===== src/hdl/assert_macros.svh =====
// ----------------------------------------------------------------------------
// Assertion macros
// Concurrent checks clocked on i_clk and held off while i_rst_n is low.
// ----------------------------------------------------------------------------
`ifndef ASSERT_MACROS_SVH
`define ASSERT_MACROS_SVH

`ifndef SYNTHESIS
`define ASSERT_IMPLIES(label, ante, cons) \
    label: assert property (@(posedge i_clk) disable iff (!i_rst_n) (ante) |-> (cons)) \
        else $error("%m: implication check failed");
`define ASSERT_ALWAYS(label, cond) \
    label: assert property (@(posedge i_clk) disable iff (!i_rst_n) (cond)) \
        else $error("%m: invariant check failed");
`else
`define ASSERT_IMPLIES(label, ante, cons)
`define ASSERT_ALWAYS(label, cond)
`endif

`endif


===== src/hdl/alc_pkg.sv =====
// ----------------------------------------------------------------------------
// alc_pkg
// Shared types, constants, coefficient tables and the ratio^1.4 ROM builder.
// ----------------------------------------------------------------------------
`default_nettype none

package alc_pkg;

    localparam int POW_TABLE_DEPTH = 256;
    localparam int POW_IDX_W       = $clog2(POW_TABLE_DEPTH);

    localparam int CNT_W   = 16;
    localparam int RATIO_W = 17;
    localparam int COEF_W  = 20;
    localparam int PROD_W  = 36;
    localparam int MUL_W   = 17;
    localparam int TRUNC_W = 33;
    localparam int SCALE_W = 25;
    localparam int LUXW_W  = 26;
    localparam int LUX_W   = 24;

    localparam int DIV_STAGES = RATIO_W;

    localparam logic [CNT_W-1:0] FULL_SCALE = 16'hFFFF;
    localparam logic [LUX_W-1:0] LUX_MAX    = 24'hFFFFFF;

    localparam logic [RATIO_W-1:0] THR_POW_STD = 17'd32768;
    localparam logic [RATIO_W-1:0] THR_POW_CS  = 17'd34079;
    localparam logic [RATIO_W-1:0] THR_MID_STD = 17'd39977;
    localparam logic [RATIO_W-1:0] THR_MID_CS  = 17'd42598;
    localparam logic [RATIO_W-1:0] THR_HIGH    = 17'd52429;
    localparam logic [RATIO_W-1:0] THR_TOP     = 17'd85197;

    localparam logic [SCALE_W-1:0] SCALE_13MS  = 25'd1923027;
    localparam logic [SCALE_W-1:0] SCALE_100MS = 25'd263455;
    localparam logic [SCALE_W-1:0] SCALE_402MS = 25'd65536;

    localparam logic [MUL_W-1:0] MUL_UNITY = 17'h10000;

    // integration time codes
    localparam logic [1:0] ISEL_13MS  = 2'd0;
    localparam logic [1:0] ISEL_100MS = 2'd1;
    localparam logic [1:0] ISEL_402MS = 2'd2;
    localparam logic [1:0] ISEL_NONE  = 2'd3;

    // configuration register indexes
    localparam logic [1:0] CFG_HIGH_GAIN  = 2'd0;
    localparam logic [1:0] CFG_INT_SEL    = 2'd1;
    localparam logic [1:0] CFG_CHIP_SCALE = 2'd2;

    typedef enum logic [1:0] {
        SEG_POW,
        SEG_MID,
        SEG_HIGH,
        SEG_TOP
    } t_seg;

    typedef struct packed {
        logic       high_gain;
        logic [1:0] int_sel;
        logic       chip_scale;
    } t_cfg;

    typedef struct packed {
        logic [CNT_W-1:0]   full;
        logic [CNT_W-1:0]   ir;
        logic [RATIO_W-1:0] ratio;
        logic               sat;
        logic               kill;
    } t_ratio_item;

    typedef struct packed {
        logic [PROD_W-1:0] diff;
        logic [MUL_W-1:0]  mul;
        logic              sat;
        logic              kill;
    } t_diff_item;

    typedef logic [POW_IDX_W-1:0] t_pow_idx;
    typedef logic [15:0] t_pow_rom [POW_TABLE_DEPTH];

    function automatic logic [COEF_W-1:0] coef_full(input t_seg seg, input logic cs);
        logic [COEF_W-1:0] c;
        case (seg)
            SEG_POW:  c = cs ? 20'd528482 : 20'd510027;
            SEG_MID:  c = cs ? 20'd384198 : 20'd375810;
            SEG_HIGH: c = cs ? 20'd263402 : 20'd214748;
            SEG_TOP:  c = cs ? 20'd56707  : 20'd24495;
            default:  c = '0;
        endcase
        return c;
    endfunction

    function automatic logic [COEF_W-1:0] coef_ir(input t_seg seg, input logic cs);
        logic [COEF_W-1:0] c;
        case (seg)
            SEG_POW:  c = cs ? 20'd994889 : 20'd1040187;
            SEG_MID:  c = cs ? 20'd488217 : 20'd520094;
            SEG_HIGH: c = 20'd256691;
            SEG_TOP:  c = cs ? 20'd43621  : 20'd18790;
            default:  c = '0;
        endcase
        return c;
    endfunction

    // x^1.4 in Q0.16 as x * floor(fifth root of x^2 * 2^48) / 2^16
    function automatic t_pow_rom build_pow_rom();
        t_pow_rom     rom;
        logic [31:0]  x;
        logic [31:0]  q;
        logic [16:0]  lo;
        logic [16:0]  hi;
        logic [16:0]  mid;
        logic [127:0] r5;
        logic [127:0] lim;
        for (int i = 0; i < POW_TABLE_DEPTH; i++) begin
            x   = 32'((64'(i) << 16) / POW_TABLE_DEPTH);
            q   = x * x;
            lim = 128'(q) << 48;
            lo  = 17'd0;
            hi  = 17'd65535;
            for (int k = 0; k < 17; k++) begin
                if (lo < hi) begin
                    mid = 17'((lo + hi + 17'd1) >> 1);
                    r5  = 128'(mid) * 128'(mid) * 128'(mid) * 128'(mid) * 128'(mid);
                    if (r5 <= lim) begin
                        lo = mid;
                    end else begin
                        hi = mid - 17'd1;
                    end
                end
            end
            rom[i] = 16'((64'(x) * 64'(lo)) >> 16);
        end
        return rom;
    endfunction

endpackage

`default_nettype wire


===== src/hdl/alc_div.sv =====
// ----------------------------------------------------------------------------
// alc_div
// Classifies a count pair and forms infrared/full in Q1.16, one quotient bit
// per pipeline stage.
// ----------------------------------------------------------------------------
`default_nettype none

module alc_div (
    input  wire logic                      i_clk,
    input  wire logic                      i_rst_n,
    input  wire alc_pkg::t_cfg             i_cfg,
    input  wire logic                      i_valid,
    output logic                           o_ready,
    input  wire logic [alc_pkg::CNT_W-1:0] i_full,
    input  wire logic [alc_pkg::CNT_W-1:0] i_ir,
    output logic                           o_valid,
    input  wire logic                      i_ready,
    output alc_pkg::t_ratio_item           o_item
);

    localparam int N = alc_pkg::DIV_STAGES;

    typedef struct packed {
        logic [alc_pkg::CNT_W-1:0]   full;
        logic [alc_pkg::CNT_W-1:0]   ir;
        logic                        sat;
        logic                        kill;
        logic [alc_pkg::CNT_W-1:0]   rem;
        logic [alc_pkg::RATIO_W-1:0] quo;
    } t_div_stage;

    t_div_stage r_st [N];
    t_div_stage n_st [N];
    logic [N-1:0] r_vld;
    logic [N-1:0] vld_in;
    wire  [N:0]   stage_en;

    assign stage_en[N] = i_ready;
    for (genvar s = 0; s < N; s++) begin : g_en
        assign stage_en[s] = !r_vld[s] || stage_en[s+1];
    end

    assign vld_in = {r_vld[N-2:0], i_valid};

    always_comb begin
        logic [alc_pkg::CNT_W:0] trial;
        logic                    ge0;
        logic                    over0;
        ge0   = i_ir >= i_full;
        over0 = {1'b0, i_ir} >= {i_full, 1'b0};
        n_st[0].full = i_full;
        n_st[0].ir   = i_ir;
        n_st[0].sat  = (i_full == alc_pkg::FULL_SCALE) || (i_ir == alc_pkg::FULL_SCALE);
        n_st[0].kill = n_st[0].sat || (i_full == '0) ||
                       (i_cfg.int_sel == alc_pkg::ISEL_NONE) || over0;
        n_st[0].rem  = ge0 ? i_ir - i_full : i_ir;
        n_st[0].quo  = {ge0, {(alc_pkg::RATIO_W-1){1'b0}}};
        for (int s = 1; s < N; s++) begin
            n_st[s] = r_st[s-1];
            trial   = {r_st[s-1].rem, 1'b0};
            if (trial >= {1'b0, r_st[s-1].full}) begin
                n_st[s].rem        = alc_pkg::CNT_W'(trial - {1'b0, r_st[s-1].full});
                n_st[s].quo[N-1-s] = 1'b1;
            end else begin
                n_st[s].rem = trial[alc_pkg::CNT_W-1:0];
            end
        end
    end

    always_ff @(posedge i_clk) begin
        if (!i_rst_n) begin
            r_vld <= '0;
        end else begin
            for (int s = 0; s < N; s++) begin
                if (stage_en[s]) begin
                    r_vld[s] <= vld_in[s];
                end
            end
        end
    end

    always_ff @(posedge i_clk) begin
        for (int s = 0; s < N; s++) begin
            if (stage_en[s]) begin
                r_st[s] <= n_st[s];
            end
        end
    end

    assign o_ready      = stage_en[0];
    assign o_valid      = r_vld[N-1];
    assign o_item.full  = r_st[N-1].full;
    assign o_item.ir    = r_st[N-1].ir;
    assign o_item.ratio = r_st[N-1].quo;
    assign o_item.sat   = r_st[N-1].sat;
    assign o_item.kill  = r_st[N-1].kill;

endmodule

`default_nettype wire


===== config.mk =====
export PLATFORM = sky130hd
export DESIGN_NAME = alc_div
export DESIGN_NICKNAME = d
export VERILOG_FILES = /design/src/hdl/assert_macros.svh /design/src/hdl/alc_pkg.sv /design/src/hdl/alc_div.sv
export SDC_FILE = /design/constraint.sdc
export NUM_CORES = 1
export LEC_CHECK = 0
export BUFFER_PORTS_ARGS = -buffer_cell sky130_fd_sc_hd__buf_2
export CORE_MARGIN = 1
export CORE_UTILIZATION = 43
export CTS_CLUSTER_DIAMETER = 30
export CTS_CLUSTER_SIZE = 40
export DETAILED_ROUTE_END_ITERATION = 8
export PLACE_DENSITY_LB_ADDON = 0.1
export SYNTH_ARGS = -nofsm -noshare
export SYNTH_HDL_FRONTEND = slang
export SYNTH_SLANG_ARGS = --single-unit

===== constraint.sdc =====
create_clock -name i_clk -period 16.2 [get_ports i_clk]
set_input_delay 1.62 -clock i_clk [delete_from_list [all_inputs] [get_ports i_clk]]
set_output_delay 1.62 -clock i_clk [all_outputs]
set_load 0.05 [all_outputs]

==> flow_summary.json <==
{
  "status": "complete, no violations",
  "cap_violations": 0,
  "synthTopCellsByCount": "edfxtp_1, inv_1, ha_1",
  "critPathKind": "in -> out",
  "clk_path_buf_depth": 3,
  "total_power_w": 0.0119,
  "rr_worst_depth": 8,
  "post_cts_buffers": 0,
  "synth_top_cell_by_area": "edfxtp_1",
  "overflow": 0,
  "wl_per_cell_um": 18.5,
  "met3WireLength_um": 3920,
  "dieArea_sq_mm": 0.111,
  "timing.rr.start": "r_vld[16]",
  "start_kind": "primary input",
  "antenna_cells": 0,
  "wl_met2_um": 49300,
  "power_density_mw_per_mm2": 211,
  "p_int_w": 0.00814,
  "drt_drc_violations_left": 0,
  "end_kind": "output port",
  "cts.repair.resized": 0,
  "die_w_um": 334,
  "hold_path_class": "reg -> reg",
  "power.share.switching": 0.316,
  "htree_levels": 4,
  "insertion_delay_ns": 0.76,
  "syn_inst": 3460,
  "fp.dieH_um": 334,
  "gp_congestion": 0.863,
  "cp_max_fo": 53,
  "dp_hpwl_um": 72300,
  "ant_nets": 0,
  "yosysWarnings": 0,
  "drive_above_1_share": 0.171,
  "finalHoldViolations": 0,
  "cts_tree": "done",
  "vias_per_cell": 5.29,
  "synth_top_area_frac": 0.627,
  "synth-seq-cells": 1004,
  "areaGrowthSynthToFinish_pct": 19.2,
  "cp-startpoint": "i_ready",
  "grt_use_total": 0.177,
  "fmax_mhz": 156,
  "grt_max_degree": 63,
  "cts-hold-fix-buffers": 0,
  "slew_headroom": 0.204,
  "fin_crit_sh": 0.396,
  "finalWirelength_um": 98100,
  "fp.coreArea_sq_mm": 0.109,
  "multi_input_area_sq_mm": 0.0154,
  "min_period_ns": 6.42,
  "syn_avg_cell_area_sq_um": 13.7,
  "syn-num-nets": 3802,
  "holdCritStartpoint": "r_st[0][451]",
  "start_util": 0.434,
  "synth_edf_count": 987,
  "worstPathRequired_ns": 14.58,
  "clockRootBuffer": "clkbuf_16",
  "seqPwrFrac": 0.337,
  "netlist_top_cells_area": "edfxtp_1, ha_1, inv_1",
  "yosysUniqueCellTypes": 75,
  "rows": 121,
  "cp_data_arrival_time_ns": 4.80,
  "portBuffers": 90,
  "clkSinkCount": 1004,
  "final_nets": 4049,
  "synth_ff_type": "edfxtp_1",
  "wl_met1_um": 41900,
  "ys_async_sr_fraction": 0,
  "p_switching_w": 0.00376,
  "grt_pass1_wl_um": 156000,
  "power_frac_comb": 0.307,
  "grt_pass1_vias": 28981,
  "slew_violations": 0,
  "synth.most_common_cell": "edfxtp_1",
  "routed.top_layer": "met4",
  "yosysSeqAreaShare": 0.634,
  "pin_count": 93,
  "p_leak_nw": 22.8,
  "max_slew.worst_pin.slew_ns": 1.19,
  "ir_drop_v": 0.000102,
  "hold_path_depth": 0,
  "synthesis.area_sq_mm": 0.0473,
  "grt_antenna_before_repair": 0,
  "via_count": 28045,
  "first_pass_iters": 8,
  "cts_buffers": 209,
  "p_clk_frac": 0.356,
  "drt_iter0_drc": 1775,
  "setup_viol": 0,
  "clk_pin_slew_ns": 0.05,
  "finClkSkew_ns": 0.0415,
  "setup_tns_ns": 0,
  "fill_cells": 9145,
  "regArea_sq_mm": 0.0300,
  "rsz0062_at_grt": "no"
}
flip-flops by register name, indices dropped and copies added (netlist names):
| name | count |
|---|---|
| r_st | 987 |
| r_vld | 17 |
placed cells by master (no fill, tap or decap), drive strengths merged, types with 29 or more instances in the layout:
cell type,n
nand2,137
xnor2,96
clkinv,77
o41ai,29
o21ai,120
o21a,51
mux2,160
buf,109
clkinvlp,33
nor2,185
nand4,62
edfxtp,987
a211oi,33
xor2,57
nor2b,43
nor3,89
o31ai,39
nand2b,35
ha,286
inv,385
a21o,56
a21oi,174
nand3,77
clkbuf,232
power groups by stage:
stage	clock [W]	sequential (W)	combinational (W)
after detailed placement	0	0.00407	0.00361
final	0.00424	0.00401	0.00365
after CTS	0.00434	0.00403	0.00364
after global routing	0.00447	0.00408	0.00402
after global placement	0	0.00405	0.00351
after floorplan	0	0.00389	0.00288
cell families after synthesis:
| logic type | Yosys count | synth area share |
|---|---|---|
| flip-flops | 1004 | 0.634 |
| AND/OR/NAND/NOR | 718 | 0.0744 |
| AO/OA/AOI/OAI | 668 | 0.0979 |
| buffers and inverters | 436 | 0.0401 |
| adder cells (fa/ha/maj) | 302 | 0.0825 |
| multiplexers | 179 | 0.0428 |
| XOR/XNOR | 153 | 0.0283 |
through the flow:
stage                     setup slack [ns]  std cells  hold slack, ns  area, sq um   util
after detailed placement              9.70       4910           0.405        49200  0.451
after global placement                9.76       4910           0.401        49200  0.451
after floorplan                       9.16       3460           0.400        47300      -
final                                 9.78       5302           0.394        56400  0.517
after global routing                  9.50       5302           0.403        56400  0.517
after CTS                             9.67       5302           0.387        56400  0.517
area by class of cell:
| type | count | share of cell area |
|---|---|---|
| Clock buffer | 232 | 0.0949 |
| Clock inverter | 160 | 0.0331 |
| Inverter | 363 | 0.0244 |
| Multi-Input combinational cell | 2020 | 0.274 |
| Sequential cell | 1004 | 0.532 |
| Tap cell | 1414 | 0.0314 |
| Timing Repair Buffer | 109 | 0.0105 |
critical path: stages:
cell     delay, ns
buf_2         0.09
and2b_1       0.30
inv_2         0.04
buf_4         0.31
nor3_1        0.68
and4_1        0.43
and3_1        0.25
and2_1        0.27
nand3_2       0.10
buf_4         0.34
buf_2         0.32
worst paths after layout:
check / slack, ns / endpoint
worst max-delay path: 9.78 / o_ready
worst min register to register: 0.39 / r_st[0][518]
worst min-delay path: 0.39 / r_st[0][518]
worst max register to register: 12.37 / r_st[0][108]
per-layer routing:
| metal | track usage | vias up |
|---|---|---|
| met5 | 0 | - |
| met4 | 0.0779 | 0 |
| met3 | 0.0318 | 200 |
| met2 | 0.307 | 668 |
| met1 | 0.216 | 13619 |
| li1 | - | 13558 |
(Power assumes the default switching activity.)
