===== src/hdl/assert_macros.svh =====
// ----------------------------------------------------------------------------
// Assertion macros
// Concurrent checks clocked on i_clk and held off while i_rst_n is low.
// ----------------------------------------------------------------------------
`ifndef ASSERT_MACROS_SVH
`define ASSERT_MACROS_SVH

`ifndef SYNTHESIS
`define ASSERT_IMPLIES(label, ante, cons) \
    label: assert property (@(posedge i_clk) disable iff (!i_rst_n) (ante) |-> (cons)) \
        else $error("%m: implication check failed");
`define ASSERT_ALWAYS(label, cond) \
    label: assert property (@(posedge i_clk) disable iff (!i_rst_n) (cond)) \
        else $error("%m: invariant check failed");
`else
`define ASSERT_IMPLIES(label, ante, cons)
`define ASSERT_ALWAYS(label, cond)
`endif

`endif


===== src/hdl/alc_pkg.sv =====
// ----------------------------------------------------------------------------
// alc_pkg
// Shared types, constants, coefficient tables and the ratio^1.4 ROM builder.
// ----------------------------------------------------------------------------
`default_nettype none

package alc_pkg;

    localparam int POW_TABLE_DEPTH = 256;
    localparam int POW_IDX_W       = $clog2(POW_TABLE_DEPTH);

    localparam int CNT_W   = 16;
    localparam int RATIO_W = 17;
    localparam int COEF_W  = 20;
    localparam int PROD_W  = 36;
    localparam int MUL_W   = 17;
    localparam int TRUNC_W = 33;
    localparam int SCALE_W = 25;
    localparam int LUXW_W  = 26;
    localparam int LUX_W   = 24;

    localparam int DIV_STAGES = RATIO_W;

    localparam logic [CNT_W-1:0] FULL_SCALE = 16'hFFFF;
    localparam logic [LUX_W-1:0] LUX_MAX    = 24'hFFFFFF;

    localparam logic [RATIO_W-1:0] THR_POW_STD = 17'd32768;
    localparam logic [RATIO_W-1:0] THR_POW_CS  = 17'd34079;
    localparam logic [RATIO_W-1:0] THR_MID_STD = 17'd39977;
    localparam logic [RATIO_W-1:0] THR_MID_CS  = 17'd42598;
    localparam logic [RATIO_W-1:0] THR_HIGH    = 17'd52429;
    localparam logic [RATIO_W-1:0] THR_TOP     = 17'd85197;

    localparam logic [SCALE_W-1:0] SCALE_13MS  = 25'd1923027;
    localparam logic [SCALE_W-1:0] SCALE_100MS = 25'd263455;
    localparam logic [SCALE_W-1:0] SCALE_402MS = 25'd65536;

    localparam logic [MUL_W-1:0] MUL_UNITY = 17'h10000;

    // integration time codes
    localparam logic [1:0] ISEL_13MS  = 2'd0;
    localparam logic [1:0] ISEL_100MS = 2'd1;
    localparam logic [1:0] ISEL_402MS = 2'd2;
    localparam logic [1:0] ISEL_NONE  = 2'd3;

    // configuration register indexes
    localparam logic [1:0] CFG_HIGH_GAIN  = 2'd0;
    localparam logic [1:0] CFG_INT_SEL    = 2'd1;
    localparam logic [1:0] CFG_CHIP_SCALE = 2'd2;

    typedef enum logic [1:0] {
        SEG_POW,
        SEG_MID,
        SEG_HIGH,
        SEG_TOP
    } t_seg;

    typedef struct packed {
        logic       high_gain;
        logic [1:0] int_sel;
        logic       chip_scale;
    } t_cfg;

    typedef struct packed {
        logic [CNT_W-1:0]   full;
        logic [CNT_W-1:0]   ir;
        logic [RATIO_W-1:0] ratio;
        logic               sat;
        logic               kill;
    } t_ratio_item;

    typedef struct packed {
        logic [PROD_W-1:0] diff;
        logic [MUL_W-1:0]  mul;
        logic              sat;
        logic              kill;
    } t_diff_item;

    typedef logic [POW_IDX_W-1:0] t_pow_idx;
    typedef logic [15:0] t_pow_rom [POW_TABLE_DEPTH];

    function automatic logic [COEF_W-1:0] coef_full(input t_seg seg, input logic cs);
        logic [COEF_W-1:0] c;
        case (seg)
            SEG_POW:  c = cs ? 20'd528482 : 20'd510027;
            SEG_MID:  c = cs ? 20'd384198 : 20'd375810;
            SEG_HIGH: c = cs ? 20'd263402 : 20'd214748;
            SEG_TOP:  c = cs ? 20'd56707  : 20'd24495;
            default:  c = '0;
        endcase
        return c;
    endfunction

    function automatic logic [COEF_W-1:0] coef_ir(input t_seg seg, input logic cs);
        logic [COEF_W-1:0] c;
        case (seg)
            SEG_POW:  c = cs ? 20'd994889 : 20'd1040187;
            SEG_MID:  c = cs ? 20'd488217 : 20'd520094;
            SEG_HIGH: c = 20'd256691;
            SEG_TOP:  c = cs ? 20'd43621  : 20'd18790;
            default:  c = '0;
        endcase
        return c;
    endfunction

    // x^1.4 in Q0.16 as x * floor(fifth root of x^2 * 2^48) / 2^16
    function automatic t_pow_rom build_pow_rom();
        t_pow_rom     rom;
        logic [31:0]  x;
        logic [31:0]  q;
        logic [16:0]  lo;
        logic [16:0]  hi;
        logic [16:0]  mid;
        logic [127:0] r5;
        logic [127:0] lim;
        for (int i = 0; i < POW_TABLE_DEPTH; i++) begin
            x   = 32'((64'(i) << 16) / POW_TABLE_DEPTH);
            q   = x * x;
            lim = 128'(q) << 48;
            lo  = 17'd0;
            hi  = 17'd65535;
            for (int k = 0; k < 17; k++) begin
                if (lo < hi) begin
                    mid = 17'((lo + hi + 17'd1) >> 1);
                    r5  = 128'(mid) * 128'(mid) * 128'(mid) * 128'(mid) * 128'(mid);
                    if (r5 <= lim) begin
                        lo = mid;
                    end else begin
                        hi = mid - 17'd1;
                    end
                end
            end
            rom[i] = 16'((64'(x) * 64'(lo)) >> 16);
        end
        return rom;
    endfunction

endpackage

`default_nettype wire


===== src/hdl/alc_scale.sv =====
// ----------------------------------------------------------------------------
// alc_scale
// Scales the segment difference for integration time and gain, zeroes killed
// items, then clamps to the Q20.4 output range.
// ----------------------------------------------------------------------------
`default_nettype none

module alc_scale (
    input  wire logic                      i_clk,
    input  wire logic                      i_rst_n,
    input  wire alc_pkg::t_cfg             i_cfg,
    input  wire logic                      i_valid,
    output logic                           o_ready,
    input  wire alc_pkg::t_diff_item       i_item,
    output logic                           o_valid,
    input  wire logic                      i_ready,
    output logic [alc_pkg::LUX_W-1:0]      o_lux,
    output logic                           o_sat
);

    localparam int N  = 3;
    localparam int DW = alc_pkg::PROD_W + alc_pkg::MUL_W;
    localparam int SW = alc_pkg::TRUNC_W + alc_pkg::SCALE_W;

    logic [N-1:0] r_vld;
    logic [N-1:0] vld_in;
    wire  [N:0]   stage_en;

    assign stage_en[N] = i_ready;
    for (genvar s = 0; s < N; s++) begin : g_en
        assign stage_en[s] = !r_vld[s] || stage_en[s+1];
    end

    assign vld_in = {r_vld[N-2:0], i_valid};

    logic [DW-1:0]                d_prod;
    logic [alc_pkg::SCALE_W-1:0]  n_s0_scale;
    logic [alc_pkg::TRUNC_W-1:0]  r_s0_trunc;
    logic [alc_pkg::SCALE_W-1:0]  r_s0_scale;
    logic                         r_s0_sat, r_s0_kill;

    logic [SW-1:0]                s_prod;
    logic [alc_pkg::LUXW_W-1:0]   r_s1_lux;
    logic                         r_s1_sat, r_s1_kill;

    logic [alc_pkg::LUX_W-1:0]    r_s2_lux, n_s2_lux;
    logic                         r_s2_sat;

    always_comb begin
        logic [alc_pkg::SCALE_W-1:0] base;
        d_prod = DW'(i_item.diff) * DW'(i_item.mul);
        case (i_cfg.int_sel)
            alc_pkg::ISEL_13MS:  base = alc_pkg::SCALE_13MS;
            alc_pkg::ISEL_100MS: base = alc_pkg::SCALE_100MS;
            default:             base = alc_pkg::SCALE_402MS;
        endcase
        n_s0_scale = i_cfg.high_gain ? base : base << 4;
    end

    always_comb begin
        s_prod = SW'(r_s0_trunc) * SW'(r_s0_scale);
        if (r_s1_kill) begin
            n_s2_lux = '0;
        end else if (r_s1_lux > alc_pkg::LUXW_W'(alc_pkg::LUX_MAX)) begin
            n_s2_lux = alc_pkg::LUX_MAX;
        end else begin
            n_s2_lux = r_s1_lux[alc_pkg::LUX_W-1:0];
        end
    end

    always_ff @(posedge i_clk) begin
        if (!i_rst_n) begin
            r_vld <= '0;
        end else begin
            for (int s = 0; s < N; s++) begin
                if (stage_en[s]) begin
                    r_vld[s] <= vld_in[s];
                end
            end
        end
    end

    always_ff @(posedge i_clk) begin
        if (stage_en[0]) begin
            r_s0_trunc <= d_prod[DW-1:20];
            r_s0_scale <= n_s0_scale;
            r_s0_sat   <= i_item.sat;
            r_s0_kill  <= i_item.kill;
        end
        if (stage_en[1]) begin
            r_s1_lux  <= s_prod[SW-1:32];
            r_s1_sat  <= r_s0_sat;
            r_s1_kill <= r_s0_kill;
        end
        if (stage_en[2]) begin
            r_s2_lux <= n_s2_lux;
            r_s2_sat <= r_s1_sat;
        end
    end

    assign o_ready = stage_en[0];
    assign o_valid = r_vld[N-1];
    assign o_lux   = r_s2_lux;
    assign o_sat   = r_s2_sat;

endmodule

`default_nettype wire


===== config.mk =====
export PLATFORM = sky130hd
export DESIGN_NAME = alc_scale
export DESIGN_NICKNAME = d
export VERILOG_FILES = /design/src/hdl/assert_macros.svh /design/src/hdl/alc_pkg.sv /design/src/hdl/alc_scale.sv
export SDC_FILE = /design/constraint.sdc
export NUM_CORES = 2
export LEC_CHECK = 0
export BUFFER_PORTS_ARGS = -buffer_cell sky130_fd_sc_hd__buf_2
export CAP_MARGIN = 20
export CORE_ASPECT_RATIO = 0.9
export CORE_MARGIN = 8
export CORE_UTILIZATION = 61
export DETAILED_ROUTE_END_ITERATION = 8
export PLACE_DENSITY = 0.91
export SLEW_MARGIN = 20
export SYNTH_ARGS = -nofsm -noshare
export SYNTH_HDL_FRONTEND = slang
export SYNTH_SLANG_ARGS = --single-unit

===== constraint.sdc =====
create_clock -name i_clk -period 7.4 [get_ports i_clk]
set_input_delay 0.74 -clock i_clk [delete_from_list [all_inputs] [get_ports i_clk]]
set_output_delay 0.74 -clock i_clk [all_outputs]
set_load 0.01 [all_outputs]

==> out/results.txt <==
Max Cap Viol -> 0
post-DP HPWL -> 98,220 um
clock latency at the later pin of the worst-skew pair -> 380 ps
Min Clock Period, post-route -> 7297 ps
Post-Layout Cell Count -> 5,875
commonest non-fill, non-tap cell in the layout -> inv_1
CTS sink cnt -> 102
delay-heaviest family, CP -> adder cells
most frequent cells in the layout -> 1,473 x inv_1, 1,098 x fa_1, 591 x nand2_1, 436 x and2_1, 418 x ha_1
PortBufs -> 88
# IOs -> 90
critical path class -> reg -> reg
grt ovf -> 0
Syn Std Cell Area -> 44,900 um2
clock buffer depth -> 2
CTS Buf Count -> 9
worst reg2reg path depth -> 25
CP endpoint kind -> flop
Final Max Slew Viols -> 0
Worst Path Max Fanout -> 5
Critical Path Most Common Cell -> fa_1
critical path launch point type -> flop
critical register-to-register path endpoint -> r_s1_lux[23]$_DFFE_PP_
post-route ant nets -> 0
yosys warns -> 0
WP data arrival -> 7430 ps
Fmax -> 137.0 MHz
vias per cell -> 5.622
CTS H-tree lvls -> 3
Die W -> 302.0 um
detailed-route DRC error count -> 0
worst min-delay path class -> reg -> reg
Worst Path Buf+Inv -> 6
DRT Pass-1 Iters -> 6
CP max-delay cell -> fa_2
Worst Hold Path EP -> o_sat$_DFFE_PP_
syn nets -> 6,423
number of global-route vias before repair -> 37,454
post-route cell area -> 47,710 um2
initial core utilization -> 61.47%
Routed WL -> 117,900 um
asr flop ratio synth -> 0%
die height -> 273.4 um
share of layout cells above drive strength 1 -> 6.433%
gpl congestion -> 1.033
core area -> 73,040 um2
fin util -> 65.32%
placed instance area -> 47,090 um2
initial antenna violation count -> 2
worst hold path stage count -> 0
# setup viols final -> 0
Hold Buf Count CTS -> 0
vias -> 33,029
Relative slew margins -> 38.69%
fillers -> 5,000
Post-Synthesis Cells -> 4,836
largest net degree at the start of global routing -> 49
number of distinct library cells after synthesis -> 62
data required time at the worst endpoint -> 7530 ps
full die area -> 82,550 um2
RSZ-0062 raised after global routing -> true
Reg2Reg Launch Point -> r_s0_trunc[18]$_DFFE_PP_
Hold Violations, Final -> 0
clk root buf -> clkbuf_16
nets -> 6,494
CP max stage delay -> 620 ps
hold_sp -> r_s1_sat$_DFFE_PP_
area delta synth->final -> 6.260%
status -> complete, no violations
Avg Cell Area, Syn -> 9.284 um2
first-pass GRT wire length -> 190,000 um
drt wl/cell -> 20.06 um
Setup Skew -> 9.347 ps
R2R Setup Slk -> 100 ps
Tightest Pin Transition -> 919.7 ps
CTS tree -> built
clock transition at the registers of the reported paths -> 70 ps
DRT iter0 DRCs -> 3,278
Rows -> 94
Seq/Total Area, Yosys -> 6.755%
number of synthesized flops with an enable pin -> 99
Tcrit/Tclk final -> 98.61%
GR Util All Layers -> 29.19%
post-synthesis register bit count -> 102
Cells after DPL -> 5,839
Post-synth top flop -> edfxtp_1
-- timing repair --
action / CTS / global route
endpoints found under the setup margin: 1 / 14
cloned: 0 / 2
pin swaps: 0 / 8
setup buffers: 0 / 15
resized for setup: 2 / 32
endpoints found under the hold margin: 0 / 0
-- metal layers --
metal | track usage, % | wire, um
met1 | 35.64 | 41370
met2 | 47.64 | 54960
met3 | 9.129 | 15370
met4 | 13.05 | 6133
met5 | 0 | 13
-- cell families (layout without fill, tap and decap cells) --
logic type / Yosys count / after routing / synth area share (%)
simple gates: 1200 / 1200 / 12.92
xor+xnor: 73 / 73 / 1.424
compound gates: 264 / 264 / 3.960
mux: 1 / 1 / 0.02230
buf+inv: 1672 / 1748 / 13.98
other cells: 0 / 3 / 0
flops: 102 / 102 / 6.755
fa+ha+maj: 1524 / 1524 / 60.93
-- synth_stat cells (3+ instances only) --
library cell,instances,area (um2)
and2_1,437,2734
a21boi_0,3,22.52
o2111ai_1,3,26.28
nor2b_1,8,50.05
o21bai_1,11,82.58
xor2_1,34,297.8
fa_1,1104,22100
nor3b_1,4,30.03
nand2_1,594,2230
o21a_1,11,82.58
a211oi_1,5,37.54
a21oi_1,83,415.4
o211ai_1,3,22.52
xnor2_1,39,341.6
nor2_1,79,296.5
nor3_1,10,50.05
nand2b_1,6,37.54
o21ai_0,34,170.2
a211o_1,3,26.28
o21ai_1,8,40.04
ha_1,420,5255
a21o_1,60,450.4
and3_1,17,106.4
edfxtp_1,99,2973
nand4_1,14,87.58
nand3_1,21,105.1
inv_1,1473,5529
clkbuf_1,198,743.2
a31oi_1,11,68.82
dfxtp_1,3,60.06
-- layout make-up --
class / instances / area, um2 / share of cell area, %
Inverter: 1473 / 5529 / 11.59
Tap cell: 960 / 1201 / 2.518
Multi-Input combinational cell: 3062 / 35730 / 74.90
Clock inverter: 7 / 55.05 / 0.1154
Antenna cell: 3 / 7.507 / 0.01574
Timing Repair Buffer: 259 / 1924 / 4.034
Clock buffer: 9 / 225.2 / 0.4721
Sequential cell: 102 / 3033 / 6.358
-- state kept, by name, indices dropped and copies added, names as in the netlist --
name,cells
r_s0_trunc,33
r_vld,3
r_s1_sat,1
r_s0_scale,11
r_s0_kill,1
r_s1_lux,26
o_sat,1
r_s0_sat,1
r_s1_kill,1
o_lux,24
-- how the worst max path moves through the flow --
stage,depth (start not counted),to,startpoint
2_1_floorplan,25,r_s1_lux[18]$_DFFE_PP_,r_s0_scale[13]$_SDFFCE_PP0P_
3_5_place_dp,24,r_s1_lux[25]$_DFFE_PP_,r_s0_scale[1]$_SDFFCE_PN0P_
5_1_grt,27,r_s1_lux[18]$_DFFE_PP_,r_s0_scale[7]$_DFFE_PP_
6_report,25,r_s1_lux[23]$_DFFE_PP_,r_s0_trunc[18]$_DFFE_PP_
4_1_cts,24,r_s1_lux[25]$_DFFE_PP_,r_s0_scale[1]$_SDFFCE_PN0P_
3_3_place_gp,24,r_s1_lux[25]$_DFFE_PP_,r_s0_scale[1]$_SDFFCE_PN0P_
-- through the flow --
| stage | worst slack [ps] | hold slack [ps] | TNS, ps |
|---|---|---|---|
| global route | -79.83 | 445.8 | -211.4 |
| floorplan | 359.7 | 400.3 | 0 |
| global placement | 29.10 | 402.2 | 0 |
| finish | 102.7 | 432.3 | 0 |
| detailed placement | -106.8 | 417.8 | -106.8 |
| CTS | 66.28 | 435.1 | 0 |
Power is left out: the tool's default activity adds up to more than one toggle a clock period on the data nets, which glitch-free logic cannot reach.
