<file path="config.mk">
export PLATFORM = sky130hd
export DESIGN_NAME = alc_seg
export DESIGN_NICKNAME = d
export VERILOG_FILES = /design/src/hdl/assert_macros.svh /design/src/hdl/alc_pkg.sv /design/src/hdl/alc_seg.sv
export SDC_FILE = /design/constraint.sdc
export NUM_CORES = 2
export LEC_CHECK = 0
export ABC_CLOCK_PERIOD_IN_PS = 19800
export BUFFER_PORTS_ARGS = -buffer_cell sky130_fd_sc_hd__buf_2
export CAP_MARGIN = 20
export CORE_MARGIN = 2
export CORE_UTILIZATION = 40
export DETAILED_ROUTE_END_ITERATION = 7
export GPL_TIMING_DRIVEN = 0
export PLACE_DENSITY = 0.64
export SYNTH_ARGS = -nofsm -noshare
export SYNTH_HDL_FRONTEND = slang
export SYNTH_SLANG_ARGS = --single-unit
</file>
<file path="constraint.sdc">
create_clock -name i_clk -period 19.8 [get_ports i_clk]
set_clock_uncertainty 0.05 [all_clocks]
set_input_delay 3.96 -clock i_clk [delete_from_list [all_inputs] [get_ports i_clk]]
set_output_delay 3.96 -clock i_clk [all_outputs]
set_load 0.01 [all_outputs]
</file>
<file path="src/hdl/assert_macros.svh">
// ----------------------------------------------------------------------------
// Assertion macros
// Concurrent checks clocked on i_clk and held off while i_rst_n is low.
// ----------------------------------------------------------------------------
`ifndef ASSERT_MACROS_SVH
`define ASSERT_MACROS_SVH

`ifndef SYNTHESIS
`define ASSERT_IMPLIES(label, ante, cons) \
    label: assert property (@(posedge i_clk) disable iff (!i_rst_n) (ante) |-> (cons)) \
        else $error("%m: implication check failed");
`define ASSERT_ALWAYS(label, cond) \
    label: assert property (@(posedge i_clk) disable iff (!i_rst_n) (cond)) \
        else $error("%m: invariant check failed");
`else
`define ASSERT_IMPLIES(label, ante, cons)
`define ASSERT_ALWAYS(label, cond)
`endif

`endif

</file>
<file path="src/hdl/alc_pkg.sv">
// ----------------------------------------------------------------------------
// alc_pkg
// Shared types, constants, coefficient tables and the ratio^1.4 ROM builder.
// ----------------------------------------------------------------------------
`default_nettype none

package alc_pkg;

    localparam int POW_TABLE_DEPTH = 256;
    localparam int POW_IDX_W       = $clog2(POW_TABLE_DEPTH);

    localparam int CNT_W   = 16;
    localparam int RATIO_W = 17;
    localparam int COEF_W  = 20;
    localparam int PROD_W  = 36;
    localparam int MUL_W   = 17;
    localparam int TRUNC_W = 33;
    localparam int SCALE_W = 25;
    localparam int LUXW_W  = 26;
    localparam int LUX_W   = 24;

    localparam int DIV_STAGES = RATIO_W;

    localparam logic [CNT_W-1:0] FULL_SCALE = 16'hFFFF;
    localparam logic [LUX_W-1:0] LUX_MAX    = 24'hFFFFFF;

    localparam logic [RATIO_W-1:0] THR_POW_STD = 17'd32768;
    localparam logic [RATIO_W-1:0] THR_POW_CS  = 17'd34079;
    localparam logic [RATIO_W-1:0] THR_MID_STD = 17'd39977;
    localparam logic [RATIO_W-1:0] THR_MID_CS  = 17'd42598;
    localparam logic [RATIO_W-1:0] THR_HIGH    = 17'd52429;
    localparam logic [RATIO_W-1:0] THR_TOP     = 17'd85197;

    localparam logic [SCALE_W-1:0] SCALE_13MS  = 25'd1923027;
    localparam logic [SCALE_W-1:0] SCALE_100MS = 25'd263455;
    localparam logic [SCALE_W-1:0] SCALE_402MS = 25'd65536;

    localparam logic [MUL_W-1:0] MUL_UNITY = 17'h10000;

    // integration time codes
    localparam logic [1:0] ISEL_13MS  = 2'd0;
    localparam logic [1:0] ISEL_100MS = 2'd1;
    localparam logic [1:0] ISEL_402MS = 2'd2;
    localparam logic [1:0] ISEL_NONE  = 2'd3;

    // configuration register indexes
    localparam logic [1:0] CFG_HIGH_GAIN  = 2'd0;
    localparam logic [1:0] CFG_INT_SEL    = 2'd1;
    localparam logic [1:0] CFG_CHIP_SCALE = 2'd2;

    typedef enum logic [1:0] {
        SEG_POW,
        SEG_MID,
        SEG_HIGH,
        SEG_TOP
    } t_seg;

    typedef struct packed {
        logic       high_gain;
        logic [1:0] int_sel;
        logic       chip_scale;
    } t_cfg;

    typedef struct packed {
        logic [CNT_W-1:0]   full;
        logic [CNT_W-1:0]   ir;
        logic [RATIO_W-1:0] ratio;
        logic               sat;
        logic               kill;
    } t_ratio_item;

    typedef struct packed {
        logic [PROD_W-1:0] diff;
        logic [MUL_W-1:0]  mul;
        logic              sat;
        logic              kill;
    } t_diff_item;

    typedef logic [POW_IDX_W-1:0] t_pow_idx;
    typedef logic [15:0] t_pow_rom [POW_TABLE_DEPTH];

    function automatic logic [COEF_W-1:0] coef_full(input t_seg seg, input logic cs);
        logic [COEF_W-1:0] c;
        case (seg)
            SEG_POW:  c = cs ? 20'd528482 : 20'd510027;
            SEG_MID:  c = cs ? 20'd384198 : 20'd375810;
            SEG_HIGH: c = cs ? 20'd263402 : 20'd214748;
            SEG_TOP:  c = cs ? 20'd56707  : 20'd24495;
            default:  c = '0;
        endcase
        return c;
    endfunction

    function automatic logic [COEF_W-1:0] coef_ir(input t_seg seg, input logic cs);
        logic [COEF_W-1:0] c;
        case (seg)
            SEG_POW:  c = cs ? 20'd994889 : 20'd1040187;
            SEG_MID:  c = cs ? 20'd488217 : 20'd520094;
            SEG_HIGH: c = 20'd256691;
            SEG_TOP:  c = cs ? 20'd43621  : 20'd18790;
            default:  c = '0;
        endcase
        return c;
    endfunction

    // x^1.4 in Q0.16 as x * floor(fifth root of x^2 * 2^48) / 2^16
    function automatic t_pow_rom build_pow_rom();
        t_pow_rom     rom;
        logic [31:0]  x;
        logic [31:0]  q;
        logic [16:0]  lo;
        logic [16:0]  hi;
        logic [16:0]  mid;
        logic [127:0] r5;
        logic [127:0] lim;
        for (int i = 0; i < POW_TABLE_DEPTH; i++) begin
            x   = 32'((64'(i) << 16) / POW_TABLE_DEPTH);
            q   = x * x;
            lim = 128'(q) << 48;
            lo  = 17'd0;
            hi  = 17'd65535;
            for (int k = 0; k < 17; k++) begin
                if (lo < hi) begin
                    mid = 17'((lo + hi + 17'd1) >> 1);
                    r5  = 128'(mid) * 128'(mid) * 128'(mid) * 128'(mid) * 128'(mid);
                    if (r5 <= lim) begin
                        lo = mid;
                    end else begin
                        hi = mid - 17'd1;
                    end
                end
            end
            rom[i] = 16'((64'(x) * 64'(lo)) >> 16);
        end
        return rom;
    endfunction

endpackage

`default_nettype wire

</file>
<file path="src/hdl/alc_seg.sv">
// ----------------------------------------------------------------------------
// alc_seg
// Picks the ratio segment, reads the ratio^1.4 ROM and forms the unsigned
// segment difference over four stages.
// ----------------------------------------------------------------------------
`default_nettype none

module alc_seg (
    input  wire logic                 i_clk,
    input  wire logic                 i_rst_n,
    input  wire alc_pkg::t_cfg        i_cfg,
    input  wire logic                 i_valid,
    output logic                      o_ready,
    input  wire alc_pkg::t_ratio_item i_item,
    output logic                      o_valid,
    input  wire logic                 i_ready,
    output alc_pkg::t_diff_item       o_item
);

    localparam int N = 4;
    localparam alc_pkg::t_pow_rom POW_ROM = alc_pkg::build_pow_rom();

    logic [N-1:0] r_vld;
    logic [N-1:0] vld_in;
    wire  [N:0]   stage_en;

    assign stage_en[N] = i_ready;
    for (genvar s = 0; s < N; s++) begin : g_en
        assign stage_en[s] = !r_vld[s] || stage_en[s+1];
    end

    assign vld_in = {r_vld[N-2:0], i_valid};

    // stage 0: segment and ROM index
    alc_pkg::t_seg              r_s0_seg, n_s0_seg;
    alc_pkg::t_pow_idx          r_s0_idx, n_s0_idx;
    logic [alc_pkg::CNT_W-1:0]  r_s0_full, r_s0_ir;
    logic                       r_s0_sat, r_s0_kill;
    logic [31:0]                idx_prod;

    always_comb begin
        logic cs;
        cs = i_cfg.chip_scale;
        if (i_item.ratio < (cs ? alc_pkg::THR_POW_CS : alc_pkg::THR_POW_STD)) begin
            n_s0_seg = alc_pkg::SEG_POW;
        end else if (i_item.ratio < (cs ? alc_pkg::THR_MID_CS : alc_pkg::THR_MID_STD)) begin
            n_s0_seg = alc_pkg::SEG_MID;
        end else if (i_item.ratio < alc_pkg::THR_HIGH) begin
            n_s0_seg = alc_pkg::SEG_HIGH;
        end else begin
            n_s0_seg = alc_pkg::SEG_TOP;
        end
        idx_prod = 32'(i_item.ratio) * 32'(alc_pkg::POW_TABLE_DEPTH);
        if (idx_prod[31:16] >= 16'(alc_pkg::POW_TABLE_DEPTH)) begin
            n_s0_idx = alc_pkg::t_pow_idx'(alc_pkg::POW_TABLE_DEPTH - 1);
        end else begin
            n_s0_idx = alc_pkg::t_pow_idx'(idx_prod[31:16]);
        end
    end

    // stage 1: ROM read and coefficients
    logic [15:0]                 r_s1_pow;
    logic [alc_pkg::COEF_W-1:0]  r_s1_c0, r_s1_c1;
    logic [alc_pkg::CNT_W-1:0]   r_s1_full, r_s1_ir;
    logic                        r_s1_is_pow, r_s1_sat, r_s1_kill;

    // stage 2: products
    logic [alc_pkg::PROD_W-1:0]  r_s2_p0, r_s2_p1, n_s2_p0, n_s2_p1;
    logic [alc_pkg::MUL_W-1:0]   r_s2_mul;
    logic                        r_s2_sat, r_s2_kill;

    always_comb begin
        logic [alc_pkg::CNT_W-1:0] op;
        op      = r_s1_is_pow ? r_s1_pow : r_s1_ir;
        n_s2_p0 = r_s1_is_pow ? {r_s1_c0, 16'd0} :
                  alc_pkg::PROD_W'(r_s1_c0) * alc_pkg::PROD_W'(r_s1_full);
        n_s2_p1 = alc_pkg::PROD_W'(r_s1_c1) * alc_pkg::PROD_W'(op);
    end

    // stage 3: difference
    logic [alc_pkg::PROD_W-1:0]  r_s3_diff;
    logic [alc_pkg::MUL_W-1:0]   r_s3_mul;
    logic                        r_s3_sat, r_s3_kill;

    always_ff @(posedge i_clk) begin
        if (!i_rst_n) begin
            r_vld <= '0;
        end else begin
            for (int s = 0; s < N; s++) begin
                if (stage_en[s]) begin
                    r_vld[s] <= vld_in[s];
                end
            end
        end
    end

    always_ff @(posedge i_clk) begin
        if (stage_en[0]) begin
            r_s0_seg  <= n_s0_seg;
            r_s0_idx  <= n_s0_idx;
            r_s0_full <= i_item.full;
            r_s0_ir   <= i_item.ir;
            r_s0_sat  <= i_item.sat;
            r_s0_kill <= i_item.kill || (i_item.ratio >= alc_pkg::THR_TOP);
        end
        if (stage_en[1]) begin
            r_s1_pow    <= POW_ROM[r_s0_idx];
            r_s1_c0     <= alc_pkg::coef_full(r_s0_seg, i_cfg.chip_scale);
            r_s1_c1     <= alc_pkg::coef_ir(r_s0_seg, i_cfg.chip_scale);
            r_s1_full   <= r_s0_full;
            r_s1_ir     <= r_s0_ir;
            r_s1_is_pow <= r_s0_seg == alc_pkg::SEG_POW;
            r_s1_sat    <= r_s0_sat;
            r_s1_kill   <= r_s0_kill;
        end
        if (stage_en[2]) begin
            r_s2_p0   <= n_s2_p0;
            r_s2_p1   <= n_s2_p1;
            r_s2_mul  <= r_s1_is_pow ? {1'b0, r_s1_full} : alc_pkg::MUL_UNITY;
            r_s2_sat  <= r_s1_sat;
            r_s2_kill <= r_s1_kill;
        end
        if (stage_en[3]) begin
            r_s3_diff <= r_s2_p0 - r_s2_p1;
            r_s3_mul  <= r_s2_mul;
            r_s3_sat  <= r_s2_sat;
            r_s3_kill <= r_s2_kill || (r_s2_p0 <= r_s2_p1);
        end
    end

    assign o_ready     = stage_en[0];
    assign o_valid     = r_vld[N-1];
    assign o_item.diff = r_s3_diff;
    assign o_item.mul  = r_s3_mul;
    assign o_item.sat  = r_s3_sat;
    assign o_item.kill = r_s3_kill;

endmodule

`default_nettype wire

</file>
==> impl_metrics.yaml <==
outcome:
  outcome: "finished, final reports clean"
cells_and_area:
  num-fill-cells: 9057
  final_cell_mix: "588 x inv_1, 543 x nand2_1, 501 x fa_1"
  multiInputGateArea_um2: 25570
  final_nets: 5032
  syn2layout_area_growth_pct: 9.317
  regArea_um2: 8428
  final_common_cell: "inv_1"
  drive_gt1_share_pct: 5.466
cts:
  cts_setup_buffers: 0
  clk_pin_slew_ns: 0.07
  cts_tree: "yes"
  hold_buffers: 0
  clock_path_buffers: 3
  htreeDepth: 2
  cts-root-buf: "clkbuf_16"
  clock-sinks: 282
  clk_latency_ns: 0.58
  cts_resized: 0
  numCtsBuffers: 35
place:
  portBuffers: 112
  place_hpwl_um: 110500
  gp_congestion: 1.074
grt:
  grt_max_degree: 72
  grt.busiest_layer: "met2"
  grt_pass1_vias: 31640
  grt_use_met2_pct: 46.72
  grt_pass1_wl_um: 206700
  grtUsageMet3_pct: 4.953
  grt_use_total_pct: 29.64
  grt_overflow: 0
  antenna_found_initial: 2
  grt_util_met1_pct: 38.98
worst_setup_path:
  worstPathRequired_ns: 15.79
  cp_max_fo: 28
  critPathKind: "input pin to output port"
  critPathBufInv: 3
  start_kind: "input pin"
  critPathMostFrequentCell: "buf_2"
  cpLargestDelayFamily: "simple AND/OR/NAND/NOR gates"
  crit_path_top_delay_cell: "nor2b_1"
  endpoint_kind: "output port"
  cp_slowest_stage_delay_ns: 0.37
  arrival_ns: 5.61
  path_cells: "buf_2 > nor2b_1 > and3_1 > nand2_2 > buf_12 > buf_2"
detailed_routing:
  avgViaCountPerCell: 5.664
  firstDrtPassIters: 5
  wirelength_um: 139100
  drc_errors: 0
  via_count: 30890
  detail-route-antenna-nets: 0
  drt_iter0_drc: 3162
  post_drt_wl_per_cell_um: 25.50
run:
  drv_cap: 0
synth:
  synth.largest_area_cell: "fa_1"
  synth_edf_count: 278
  synthTopCellsByArea: "fa_1 27%, edfxtp_1 22%, ha_1 9.8%"
  ys_async_sr_fraction_pct: 0
  synthFlopType: "edfxtp_1"
  synth_seq_cells: 282
  yosysWarnings: 0
  ys_types: 77
  synth_top_area_share_pct: 27.01
  syn-num-nets: 4878
  yosysSeqAreaShare_pct: 22.70
  syn_avg_cell_area_um2: 9.219
  synth_area_um2: 37130
  synthCells: 4028
timing:
  worst_pin_slew_ns: 1.254
  period_needed_ns: 9.618
  finalMaxSlewViolations: 0
  period_share_pct: 48.57
  slew_headroom_pct: 16.37
  setup_viol: 0
  final.setup.tns_ns: 0
  rsz0062_at_grt: "no"
  fmax_ghz: 0.1040
  hold_violations: 0
die:
  io_pins: 116
  core_um2: 91800
  die-width_um: 308.7
  fp.dieArea_um2: 95290
  std_cell_rows: 111
  die_y_um: 308.7
  initial_utilization_pct: 40.45
min_path:
  hp-class: "register to register"
==> layer usage <==
metal	part of all wire (%)	routed length, um
met1	41	56390
met5	0.010	14
met2	45	62280
met4	6.4	8866
met3	8.3	11540
==> sequential cells by signal, indices dropped and copies added, names as in the netlist, 4 cells and up <==
name,flops
r_s1_pow,16
r_s0_full,16
r_vld,4
r_s3_diff,36
r_s0_ir,16
r_s2_p0,36
r_s3_mul,17
r_s1_full,16
r_s1_ir,16
r_s1_c0,20
r_s2_mul,17
r_s1_c1,18
r_s0_idx,8
r_s2_p1,36
==> cells by family (layout without fill, tap and decap cells) <==
kind of cell             Yosys count  after routing  synth area share, %
adder cells (fa/ha/maj)          791            791                36.78
buffers and inverters            830           1010                8.468
flip-flops                       282            282                22.70
AO/OA/AOI/OAI                    752            752                13.01
multiplexers                      11             11               0.4043
other                              0              3                    0
AND/OR/NAND/NOR                 1269           1269                16.45
XOR/XNOR                          93             93                2.194
==> metrics by stage <==
step | setup slack, ns | area [um^2] | hold slack (ns) | utilization [%] | instances
2_1_floorplan | 10.54 | 37130 | 0.3503 | - | 4028
3_5_place_dp | 10.13 | 39370 | 0.3545 | 42.88 | 5388
5_1_grt | 9.993 | 40590 | 0.3714 | 44.21 | 5451
6_report | 10.18 | 40590 | 0.3610 | 44.22 | 5454
4_1_cts | 10.13 | 40590 | 0.3634 | 44.21 | 5451
3_3_place_gp | 9.118 | 39250 | 0.3510 | 42.75 | 5383
==> Yosys cell counts (14+ instances only) <==
cell	instances
nand3_1	51
a221oi_1	15
xnor2_1	54
fa_1	501
nand4_1	16
and3_1	15
buf_2	14
o311ai_0	18
and2_1	248
xor2_1	39
a31oi_1	35
nor3_1	47
inv_1	590
a211oi_1	32
o211ai_1	34
o21bai_1	20
clkbuf_1	187
nand2b_1	34
or2_2	19
o21ai_0	169
o21a_1	18
nor2_1	160
edfxtp_1	278
ha_1	290
a21o_1	59
nand2_1	545
nor2b_1	91
a21oi_1	222
buf_1	33
==> cell type report <==
type / instances / area share [%]
Sequential cell: 282 / 20.76
Timing Repair Buffer: 117 / 1.643
Multi-Input combinational cell: 2916 / 62.99
Inverter: 593 / 5.490
Tap cell: 1243 / 3.831
Buffer: 237 / 2.262
Clock inverter: 20 / 0.7151
Antenna cell: 3 / 0.01849
Clock buffer: 43 / 2.284
==> worst paths after layout <==
check,to,slack [ns],from,depth (start not counted)
setup / recovery,o_ready,10.18,i_ready,6
hold / removal,r_s3_mul[15],0.36,r_s2_mul[15],0
setup reg to reg,r_s2_p1[28],11.06,r_s1_c1[19],25
hold reg to reg,r_s3_mul[15],0.36,r_s2_mul[15],0
==> worst reg2reg max path, stage by stage, from the launching register on <==
cell	delay, ns
edfxtp_1	0.52
inv_1	0.15
clkbuf_1	0.40
buf_1	0.83
a21o_1	0.38
clkbuf_1	0.49
nand2_1	0.16
fa_1	0.53
fa_1	0.53
fa_1	0.53
inv_1	0.06
fa_1	0.46
fa_1	0.52
inv_1	0.05
fa_1	0.52
inv_1	0.05
ha_1	0.26
buf_2	0.17
a21o_1	0.18
a21o_1	0.17
a21oi_1	0.18
o221ai_1	0.17
o211a_1	0.28
o21ai_1	0.17
mux2i_1	0.09
or4_1	0.57
Power is left out: the tool's default activity adds up to more than one toggle a clock period on the data nets, which glitch-free logic cannot reach.
